`config.mk`:
```
export PLATFORM = sky130hd
export DESIGN_NAME = fsa_ctrl
export DESIGN_NICKNAME = d
export VERILOG_FILES = /design/src/rtl/fsa_pkg.sv /design/src/rtl/fsa_ctrl.sv
export SDC_FILE = /design/constraint.sdc
export NUM_CORES = 1
export LEC_CHECK = 0
export ABC_AREA = 0
export BUFFER_PORTS_ARGS = -buffer_cell sky130_fd_sc_hd__buf_2
export CAP_MARGIN = 20
export CORE_MARGIN = 5
export CORE_UTILIZATION = 30
export CTS_BUF_LIST = sky130_fd_sc_hd__clkbuf_4 sky130_fd_sc_hd__clkbuf_8
export CTS_CLUSTER_SIZE = 10
export DETAILED_ROUTE_END_ITERATION = 6
export PLACE_DENSITY = 0.65
export SYNTH_ARGS = -nofsm -noshare
export SYNTH_HDL_FRONTEND = slang
export SYNTH_SLANG_ARGS = --single-unit
```
`constraint.sdc`:
```
create_clock -name clock -period 1.9 [get_ports clock]
set_input_delay 0.095 -clock clock [delete_from_list [all_inputs] [get_ports clock]]
set_output_delay 0.095 -clock clock [all_outputs]
set_load 0.01 [all_outputs]
```
`src/rtl/fsa_pkg.sv`:
```
package fsa_pkg;

   // default store geometry
   localparam int unsigned MAX_WIDTH_DEFAULT  = 256;
   localparam int unsigned MAX_HEIGHT_DEFAULT = 256;

   // field widths
   localparam int unsigned POS_W       = 17;
   localparam int unsigned COLOR_W     = 24;
   localparam int unsigned SUM_W       = 32;
   localparam int unsigned BYTE_W      = 8;
   localparam int unsigned SIZE_W      = 9;
   localparam int unsigned WEIGHT_W    = 24;
   localparam int unsigned CSR_INDEX_W = 2;
   localparam int unsigned CSR_DATA_W  = 24;
   localparam int unsigned CHANNELS    = 3;
   localparam int unsigned FRAC_W      = 16;

   // readout product is clamped to 1.0 in Q0.32 plus one bit
   localparam int unsigned LEVEL_W = SUM_W + 1;

   localparam logic [POS_W-1:0]    POS_ONE              = 17'h10000;
   localparam logic [SIZE_W-1:0]   FRAME_WIDTH_RESET    = 9'd256;
   localparam logic [SIZE_W-1:0]   FRAME_HEIGHT_RESET   = 9'd256;
   localparam logic [WEIGHT_W-1:0] READOUT_WEIGHT_RESET = 24'h010000;

   // register indexes
   localparam logic [CSR_INDEX_W-1:0] CSR_FRAME_WIDTH    = 2'd0;
   localparam logic [CSR_INDEX_W-1:0] CSR_FRAME_HEIGHT   = 2'd1;
   localparam logic [CSR_INDEX_W-1:0] CSR_READOUT_WEIGHT = 2'd2;

   typedef enum logic [1:0] {
      OP_RECORD     = 2'd0,
      OP_ACCUMULATE = 2'd1,
      OP_READ       = 2'd2,
      OP_CLEAR      = 2'd3
   } op_type;

   typedef enum logic [1:0] {
      STATUS_DONE     = 2'd0,
      STATUS_REJECTED = 2'd1,
      STATUS_OUTSIDE  = 2'd2
   } status_type;

   typedef struct packed {
      op_type              operation;
      logic [POS_W-1:0]    raster_x;
      logic [POS_W-1:0]    raster_y;
      logic [COLOR_W-1:0]  red_in;
      logic [COLOR_W-1:0]  green_in;
      logic [COLOR_W-1:0]  blue_in;
      logic [BYTE_W-1:0]   pixel_col;
      logic [BYTE_W-1:0]   pixel_row;
   } req_type;

   typedef struct packed {
      status_type          status;
      logic [BYTE_W-1:0]   red_out;
      logic [BYTE_W-1:0]   green_out;
      logic [BYTE_W-1:0]   blue_out;
   } rsp_type;

   typedef enum logic [3:0] {
      ST_WIPE,
      ST_IDLE,
      ST_DECODE,
      ST_FETCH,
      ST_STORE,
      ST_SCALE,
      ST_SEARCH,
      ST_CLEAR,
      ST_FINISH
   } state_type;

   // controller to datapath
   typedef struct packed {
      logic latch_item;
      logic decode;
      logic mem_read;
      logic store;
      logic scale;
      logic search;
      logic wipe;
      logic load_result;
   } cmd_type;

   // datapath to controller
   typedef struct packed {
      op_type op;
      logic   position_bad;
      logic   pixel_outside;
      logic   wipe_last;
      logic   search_last;
   } flags_type;

   typedef logic [255:0][LEVEL_W-1:0] gamma_table_type;

   // Smallest Q0.32 level P with P^5 * 255^11 >= k^11 * 2^160, i.e. the first
   // level whose gamma 2.2 encoding reaches byte k. Worked out at elaboration.
   function automatic gamma_table_type gamma_thresholds();
      gamma_table_type tbl;
      logic [255:0]    c255;
      logic [255:0]    kpow;
      logic [255:0]    rhs;
      logic [255:0]    lo;
      logic [255:0]    hi;
      logic [255:0]    mid;
      logic [255:0]    p5;
      int              i;
      int              k;
      int              it;
      tbl  = '0;
      c255 = 256'd1;
      for (i = 0; i < 11; i++) c255 = c255 * 256'd255;
      for (k = 1; k < 256; k++) begin
         kpow = 256'd1;
         for (i = 0; i < 11; i++) kpow = kpow * 256'(k);
         rhs = kpow << 160;
         lo  = 256'd1;
         hi  = 256'd1 << 32;
         for (it = 0; it < 34; it++) begin
            if (lo < hi) begin
               mid = (lo + hi) >> 1;
               p5  = mid;
               for (i = 0; i < 4; i++) p5 = p5 * mid;
               if (p5 * c255 >= rhs) hi = mid;
               else lo = mid + 256'd1;
            end
         end
         tbl[k] = lo[LEVEL_W-1:0];
      end
      return tbl;
   endfunction

   localparam gamma_table_type GAMMA_THRESHOLD = gamma_thresholds();

endpackage

```
`src/rtl/fsa_ctrl.sv`:
```
module fsa_ctrl (
   input  logic                clock,
   input  logic                reset,
   input  logic                req_valid,
   output logic                req_ready,
   output logic                rsp_valid,
   input  logic                rsp_ready,
   input  fsa_pkg::flags_type  flags,
   output fsa_pkg::cmd_type    cmd
);

   fsa_pkg::state_type state_ff, state_in;
   logic               rsp_valid_ff, rsp_valid_in;
   logic               slot_free;

   // output slot can take a result this cycle
   assign slot_free = !rsp_valid_ff || rsp_ready;

   // next state
   always_comb begin
      state_in = state_ff;
      case (state_ff)
         fsa_pkg::ST_WIPE: begin
            if (flags.wipe_last) state_in = fsa_pkg::ST_IDLE;
         end
         fsa_pkg::ST_IDLE: begin
            if (req_valid) state_in = fsa_pkg::ST_DECODE;
         end
         fsa_pkg::ST_DECODE: begin
            case (flags.op)
               fsa_pkg::OP_RECORD: begin
                  state_in = flags.position_bad ? fsa_pkg::ST_FINISH : fsa_pkg::ST_STORE;
               end
               fsa_pkg::OP_ACCUMULATE: begin
                  state_in = flags.position_bad ? fsa_pkg::ST_FINISH : fsa_pkg::ST_FETCH;
               end
               fsa_pkg::OP_READ: begin
                  state_in = flags.pixel_outside ? fsa_pkg::ST_FINISH : fsa_pkg::ST_FETCH;
               end
               default: state_in = fsa_pkg::ST_CLEAR;
            endcase
         end
         fsa_pkg::ST_FETCH: begin
            state_in = (flags.op == fsa_pkg::OP_READ) ? fsa_pkg::ST_SCALE : fsa_pkg::ST_STORE;
         end
         fsa_pkg::ST_STORE:  state_in = fsa_pkg::ST_FINISH;
         fsa_pkg::ST_SCALE:  state_in = fsa_pkg::ST_SEARCH;
         fsa_pkg::ST_SEARCH: begin
            if (flags.search_last) state_in = fsa_pkg::ST_FINISH;
         end
         fsa_pkg::ST_CLEAR: begin
            if (flags.wipe_last) state_in = fsa_pkg::ST_FINISH;
         end
         fsa_pkg::ST_FINISH: begin
            if (slot_free) state_in = fsa_pkg::ST_IDLE;
         end
         default: state_in = fsa_pkg::ST_WIPE;
      endcase
   end

   // commands
   always_comb begin
      cmd             = '0;
      req_ready       = (state_ff == fsa_pkg::ST_IDLE);
      cmd.latch_item  = req_ready && req_valid;
      cmd.decode      = (state_ff == fsa_pkg::ST_DECODE);
      cmd.mem_read    = (state_ff == fsa_pkg::ST_FETCH);
      cmd.store       = (state_ff == fsa_pkg::ST_STORE);
      cmd.scale       = (state_ff == fsa_pkg::ST_SCALE);
      cmd.search      = (state_ff == fsa_pkg::ST_SEARCH);
      cmd.wipe        = (state_ff == fsa_pkg::ST_WIPE) || (state_ff == fsa_pkg::ST_CLEAR);
      cmd.load_result = (state_ff == fsa_pkg::ST_FINISH) && slot_free;
   end

   // result valid: set on load, dropped when the beat is taken
   assign rsp_valid_in = cmd.load_result || (rsp_valid_ff && !rsp_ready);
   assign rsp_valid    = rsp_valid_ff;

   always_ff @(posedge clock) begin
      if (reset) begin
         state_ff     <= fsa_pkg::ST_WIPE;
         rsp_valid_ff <= 1'b0;
      end else begin
         state_ff     <= state_in;
         rsp_valid_ff <= rsp_valid_in;
      end
   end

endmodule

```
==> impl_metrics.json, run 1 <==
{
  "vdd_drop_max_v": 0.0003210,
  "slew_violations": 0,
  "totalWireLength_um": 1140,
  "grt_pass1_vias": 465,
  "p_per_area_nw_per_um2": 1034,
  "layout_common_cells": "buf_2, a21oi_1, dfxtp_1",
  "cts_tree": "yes",
  "die_area_um2": 2381,
  "period_share_pct": 88.53,
  "ys_types": 33,
  "path_class": "reg -> reg",
  "setup_viol": 0,
  "setup_tns_ns": 0,
  "drc": 0,
  "intPower_mw": 0.3519,
  "cp_max_fo": 14,
  "ys_ff_latch": 5,
  "fmax_mhz": 594.5,
  "synth-main-ff-cell": "dfxtp_1",
  "clock-sinks": 5,
  "insertion_delay_ns": 0.23,
  "slew-limit-headroom_pct": 72.49,
  "drt_iter0_drc": 9,
  "hold_slack_ns": 0.1032,
  "cts_setup_buffers": 0,
  "yosysWarnings": 0,
  "grt_max_degree": 15,
  "rsz0062_at_grt": "false",
  "fin_nets": 91,
  "cp_data_required_time_ns": 2.06,
  "cts_buffers": 3,
  "status": "finished clean",
  "diodes": 0,
  "max_stage_delay_ns": 0.57,
  "ctsResizeCount": 0,
  "num_io_pins": 20,
  "critPathTopFamily": "simple AND/OR/NAND/NOR gates",
  "synthesis.area_um2": 451.7,
  "synth-async-reset-ratio_pct": 0,
  "min_path_type": "in -> reg",
  "start_util_pct": 30.70,
  "hpwl_um": 909.5,
  "numPortBuffers": 19,
  "holdPathStages": 2,
  "synth_edf_count": 0,
  "fillers": 173,
  "cts_root_buf": "clkbuf_4",
  "cpMaxStageDelayCell": "or4b_4",
  "min_period_ns": 1.682,
  "switching_share_pct": 41.37,
  "drtAntennaViolNets": 0,
  "cts.path.max_buffers": 2,
  "grt_util_all_layers_pct": 8.908,
  "fin_skew_ns": 0.0005613,
  "seq_power_share_pct": 30.4,
  "gr-total-overflow": 0,
  "die_h_um": 48.80,
  "crit_path_end_kind": "flip-flop",
  "cp_cell_sequence": "or4b_4 -> or2_4 -> a31o_1 -> o22ai_2",
  "place.gp.congestion": 0.7077,
  "combPwrFrac_pct": 47.7,
  "clk_pin_slew_ns": 0.04,
  "tightest_slew_ns": 0.4120,
  "yosysSeqAreaShare_pct": 22.16,
  "pwr-share-clk_pct": 21.9,
  "synthCells": 60,
  "p_leak_nw": 0.2587,
  "arrival_ns": 1.85,
  "cap_violations": 0,
  "reg2reg_depth": 4,
  "die_w_um": 48.80,
  "via_count": 513,
  "critPathLaunchType": "flip-flop",
  "drive_above_1_share_pct": 35.00,
  "viasPerCell": 5.344,
  "cp_num_cells": 4,
  "wl_per_cell_um": 11.88,
  "layout_commonest_cell": "buf_2",
  "path_buf_inv": 0,
  "dr.pass1.iters": 4,
  "grt_pass1_wl_um": 1794,
  "syn_avg_cell_area_um2": 7.528,
  "hold_viol": 0,
  "postCtsHoldBufs": 0,
  "p_switching_mw": 0.2483,
  "rows": 14,
  "antenna_found_initial": 0,
  "reg2reg_slack_ns": 0.22,
  "coreArea_um2": 1471,
  "area_growth_pct": 28.53,
  "syn_nets": 70,
  "h-tree-depth": 1
}
-- synth_stat cells (2+ instances only) --
| master | number | area [um2] |
|---|---|---|
| nand2_1 | 3 | 11.26 |
| inv_1 | 3 | 11.26 |
| a21oi_1 | 7 | 35.03 |
| clkbuf_1 | 2 | 7.510 |
| nor2_1 | 3 | 11.26 |
| nand2b_1 | 4 | 25.02 |
| or3_1 | 2 | 12.51 |
| dfxtp_1 | 5 | 100.1 |
| o21bai_1 | 3 | 22.52 |
| nor3_1 | 4 | 20.02 |
| nand3b_1 | 2 | 15.01 |
-- logic make-up after synthesis --
group,synth area share [%]
compound gates,30.47
buf+inv,7.755
flops,22.16
simple gates,39.61
-- state kept, by name, indices dropped and copies added (netlist names) --
register   cells
state_ff       4
rsp_valid      1
-- power groups by stage --
stage	registers, mW	clock network (mW)	logic [mW]
after floorplan	0.141	0	0.246
after global placement	0.182	0	0.284
after detailed placement	0.184	0	0.288
after CTS	0.182	0.139	0.289
after global routing	0.190	0.147	0.316
final	0.182	0.132	0.286
-- layout make-up --
type	instances	area, um2	area share (%)
repair buffers	20	102.6	17.67
clock buffers	4	30.03	5.172
inverters	3	11.26	1.940
well taps	16	20.02	3.448
flip-flops and latches	5	100.1	17.24
multi-input cells	48	316.6	54.53
-- through the flow --
stage	cell area [um2]	worst slack (ns)	utilization [%]	power [mW]	instances
2_1_floorplan	451.7	0.3512	-	0.3869	60
3_3_place_gp	550.5	0.2489	37.42	0.4658	92
3_5_place_dp	550.5	0.2251	37.42	0.4726	92
4_1_cts	580.6	0.2176	39.46	0.6102	96
5_1_grt	580.6	0.1489	39.46	0.6527	96
6_report	580.6	0.2180	39.46	0.6003	96
-- per-layer routing --
| layer | GRT usage (%) | vias up | share of wire (%) |
|---|---|---|---|
| met2 | 15.00 | 15 | 47 |
| li1 | - | 266 | - |
| met3 | 3.976 | 0 | 6.5 |
| met4 | 1.345 | 0 | 0 |
| met5 | 0 | - | 0 |
| met1 | 10.52 | 232 | 46 |
-- worst register-to-register path: cells and delay by family (launching register included) --
kind            cells  cell delay [ns]
simple gates        2             0.82
compound gates      2             0.37
flops               1             0.42
-- final timing paths --
check,startpoint,to
worst max-delay path,state_ff[1]$_SDFFE_PP0P_,state_ff[1]$_SDFFE_PP0P_
worst min register to register,state_ff[3]$_SDFFE_PP0P_,state_ff[3]$_SDFFE_PP0P_
worst min-delay path,reset,state_ff[2]$_SDFFE_PP0P_
worst max register to register,state_ff[1]$_SDFFE_PP0P_,state_ff[1]$_SDFFE_PP0P_
No activity file was read; power rests on OpenSTA's default activity.
==> run 2, diff against run 1 <==
Settings changed: BUFFER_PORTS_ARGS -buffer_cell sky130_fd_sc_hd__buf_2 to -buffer_cell sky130_fd_sc_hd__buf_4.
==> impl_metrics.json, run 2 (synthesis gave the netlist of run 1 again) <==
{
  "status": "finished clean",
  "drtAntennaViolNets": 0,
  "drc": 0,
  "die_h_um": 48.80,
  "diodes": 0,
  "cts_buffers": 3,
  "rsz0062_at_grt": "false",
  "fin_ws_ns": 0.2134,
  "cp_num_cells": 4,
  "instances_no_fill": 97,
  "die_w_um": 48.80,
  "num_io_pins": 20,
  "clock-sinks": 5,
  "path_buf_inv": 0,
  "dr.pass1.iters": 4,
  "cts_tree": "yes",
  "reg2reg_slack_ns": 0.21,
  "regMostFlops": "state_ff",
  "cp_max_fo": 14,
  "via_count": 508,
  "r2r-end": "state_ff[1]$_SDFFE_PP0P_",
  "slew-limit-headroom_pct": 72.90,
  "start_util_pct": 30.70,
  "min_path_type": "in -> reg",
  "place_ws_ns": 0.2193,
  "grt_pass1_vias": 470,
  "min_period_ns": 1.687,
  "cap_violations": 0,
  "place.gp.congestion": 0.7034,
  "postCtsHoldBufs": 0,
  "arrival_ns": 1.84,
  "max_stage_delay_ns": 0.57,
  "setup_tns_ns": 0,
  "cpMaxStageDelayCell": "or4b_4",
  "reg2reg_depth": 4,
  "insertion_delay_ns": 0.23,
  "drt_iter0_drc": 13,
  "cts_setup_buffers": 0,
  "setup_viol": 0,
  "layout_common_cells": "buf_4, a21oi_1, dfxtp_1",
  "cp_data_required_time_ns": 2.06,
  "cp_cell_sequence": "or4b_4 -> or2_4 -> a31o_1 -> o22ai_2",
  "rows": 14,
  "slew_violations": 0,
  "fin_skew_ns": 0.003432,
  "critPathLaunchType": "flip-flop",
  "drive_above_1_share_pct": 35.80,
  "vdd_drop_max_v": 0.0003381,
  "layout_commonest_cell": "buf_4",
  "hpwl_um": 894.2,
  "fillers": 163,
  "hold_viol": 0,
  "grt_pass1_wl_um": 1897,
  "totalWireLength_um": 1113,
  "crit_path_end_kind": "flip-flop",
  "path_class": "reg -> reg",
  "clk_pin_slew_ns": 0.04,
  "grt_util_all_layers_pct": 9.542,
  "area_growth_pct": 40.72,
  "tightest_slew_ns": 0.4060,
  "largest_reg_flops": 4,
  "period_share_pct": 88.77,
  "fin_nets": 92,
  "p_leak_nw": 0.2725,
  "hp-start": "reset",
  "r2r-start": "state_ff[1]$_SDFFE_PP0P_",
  "die_area_um2": 2381,
  "antenna_found_initial": 0,
  "viasPerCell": 5.237,
  "critPathTopFamily": "simple AND/OR/NAND/NOR gates",
  "gr-total-overflow": 0,
  "numPortBuffers": 19,
  "min_to": "state_ff[2]$_SDFFE_PP0P_",
  "p_per_area_nw_per_um2": 1010,
  "fmax_mhz": 592.9,
  "cts.path.max_buffers": 2,
  "cts_root_buf": "clkbuf_4",
  "grt_max_degree": 15,
  "h-tree-depth": 1,
  "ctsResizeCount": 0,
  "wl_per_cell_um": 11.47,
  "coreArea_um2": 1471,
  "post-place-cells": 93,
  "final_util_pct": 43.20,
  "holdPathStages": 2
}
-- run 2: per-stage QoR --
stage               power [mW]  cell area [um2]  hold slack, ns
floorplan               0.3869            451.7          0.1641
global placement        0.5110            605.6          0.3096
detailed placement      0.5127            605.6          0.3152
CTS                     0.6478            635.6         0.06332
global route            0.7004            635.6         0.06496
finish                  0.6418            635.6         0.06860
-- run 2: worst register-to-register path, delay by kind of cell (launching register included) --
kind / cells / cell delay [ns]
DFF: 1 / 0.42
AOI/OAI and AO/OA: 2 / 0.37
and+or+nand+nor: 2 / 0.82
-- run 2: worst max-delay path by stage --
stage | start | endpoint | slack [ns]
6_report | state_ff[1]$_SDFFE_PP0P_ | state_ff[1]$_SDFFE_PP0P_ | 0.21
5_1_grt | state_ff[1]$_SDFFE_PP0P_ | state_ff[1]$_SDFFE_PP0P_ | 0.14
4_1_cts | state_ff[1]$_SDFFE_PP0P_ | state_ff[1]$_SDFFE_PP0P_ | 0.21
3_5_place_dp | state_ff[1]$_SDFFE_PP0P_ | state_ff[1]$_SDFFE_PP0P_ | 0.22
3_3_place_gp | state_ff[1]$_SDFFE_PP0P_ | state_ff[1]$_SDFFE_PP0P_ | 0.26
2_1_floorplan | state_ff[2]$_SDFFE_PP0P_ | state_ff[1]$_SDFFE_PP0P_ | 0.35
-- run 2: routing by layer --
layer  GRT usage, %  part of all wire, %  up-vias
met1          11.46                   47      222
met5              0                    0        -
li1               -                    -      269
met4          5.381                    0        0
met2          14.78                   46       17
met3          3.058                  7.0        0
-- run 2: layout make-up --
| class | instances | area (um2) | share of cell area (%) |
|---|---|---|---|
| sequential | 5 | 100.1 | 15.75 |
| clock buffer | 4 | 30.03 | 4.724 |
| multi-input combinational | 48 | 316.6 | 49.80 |
| tap | 16 | 20.02 | 3.150 |
| timing repair buffer | 21 | 157.7 | 24.80 |
| inverter | 3 | 11.26 | 1.772 |
-- run 2: power by group --
group,switching [mW],leakage [nW],internal (mW)
clock,0.0369,0.0184,0.0932
combinational,0.170,0.213,0.170
sequential,0.0446,0.0407,0.127
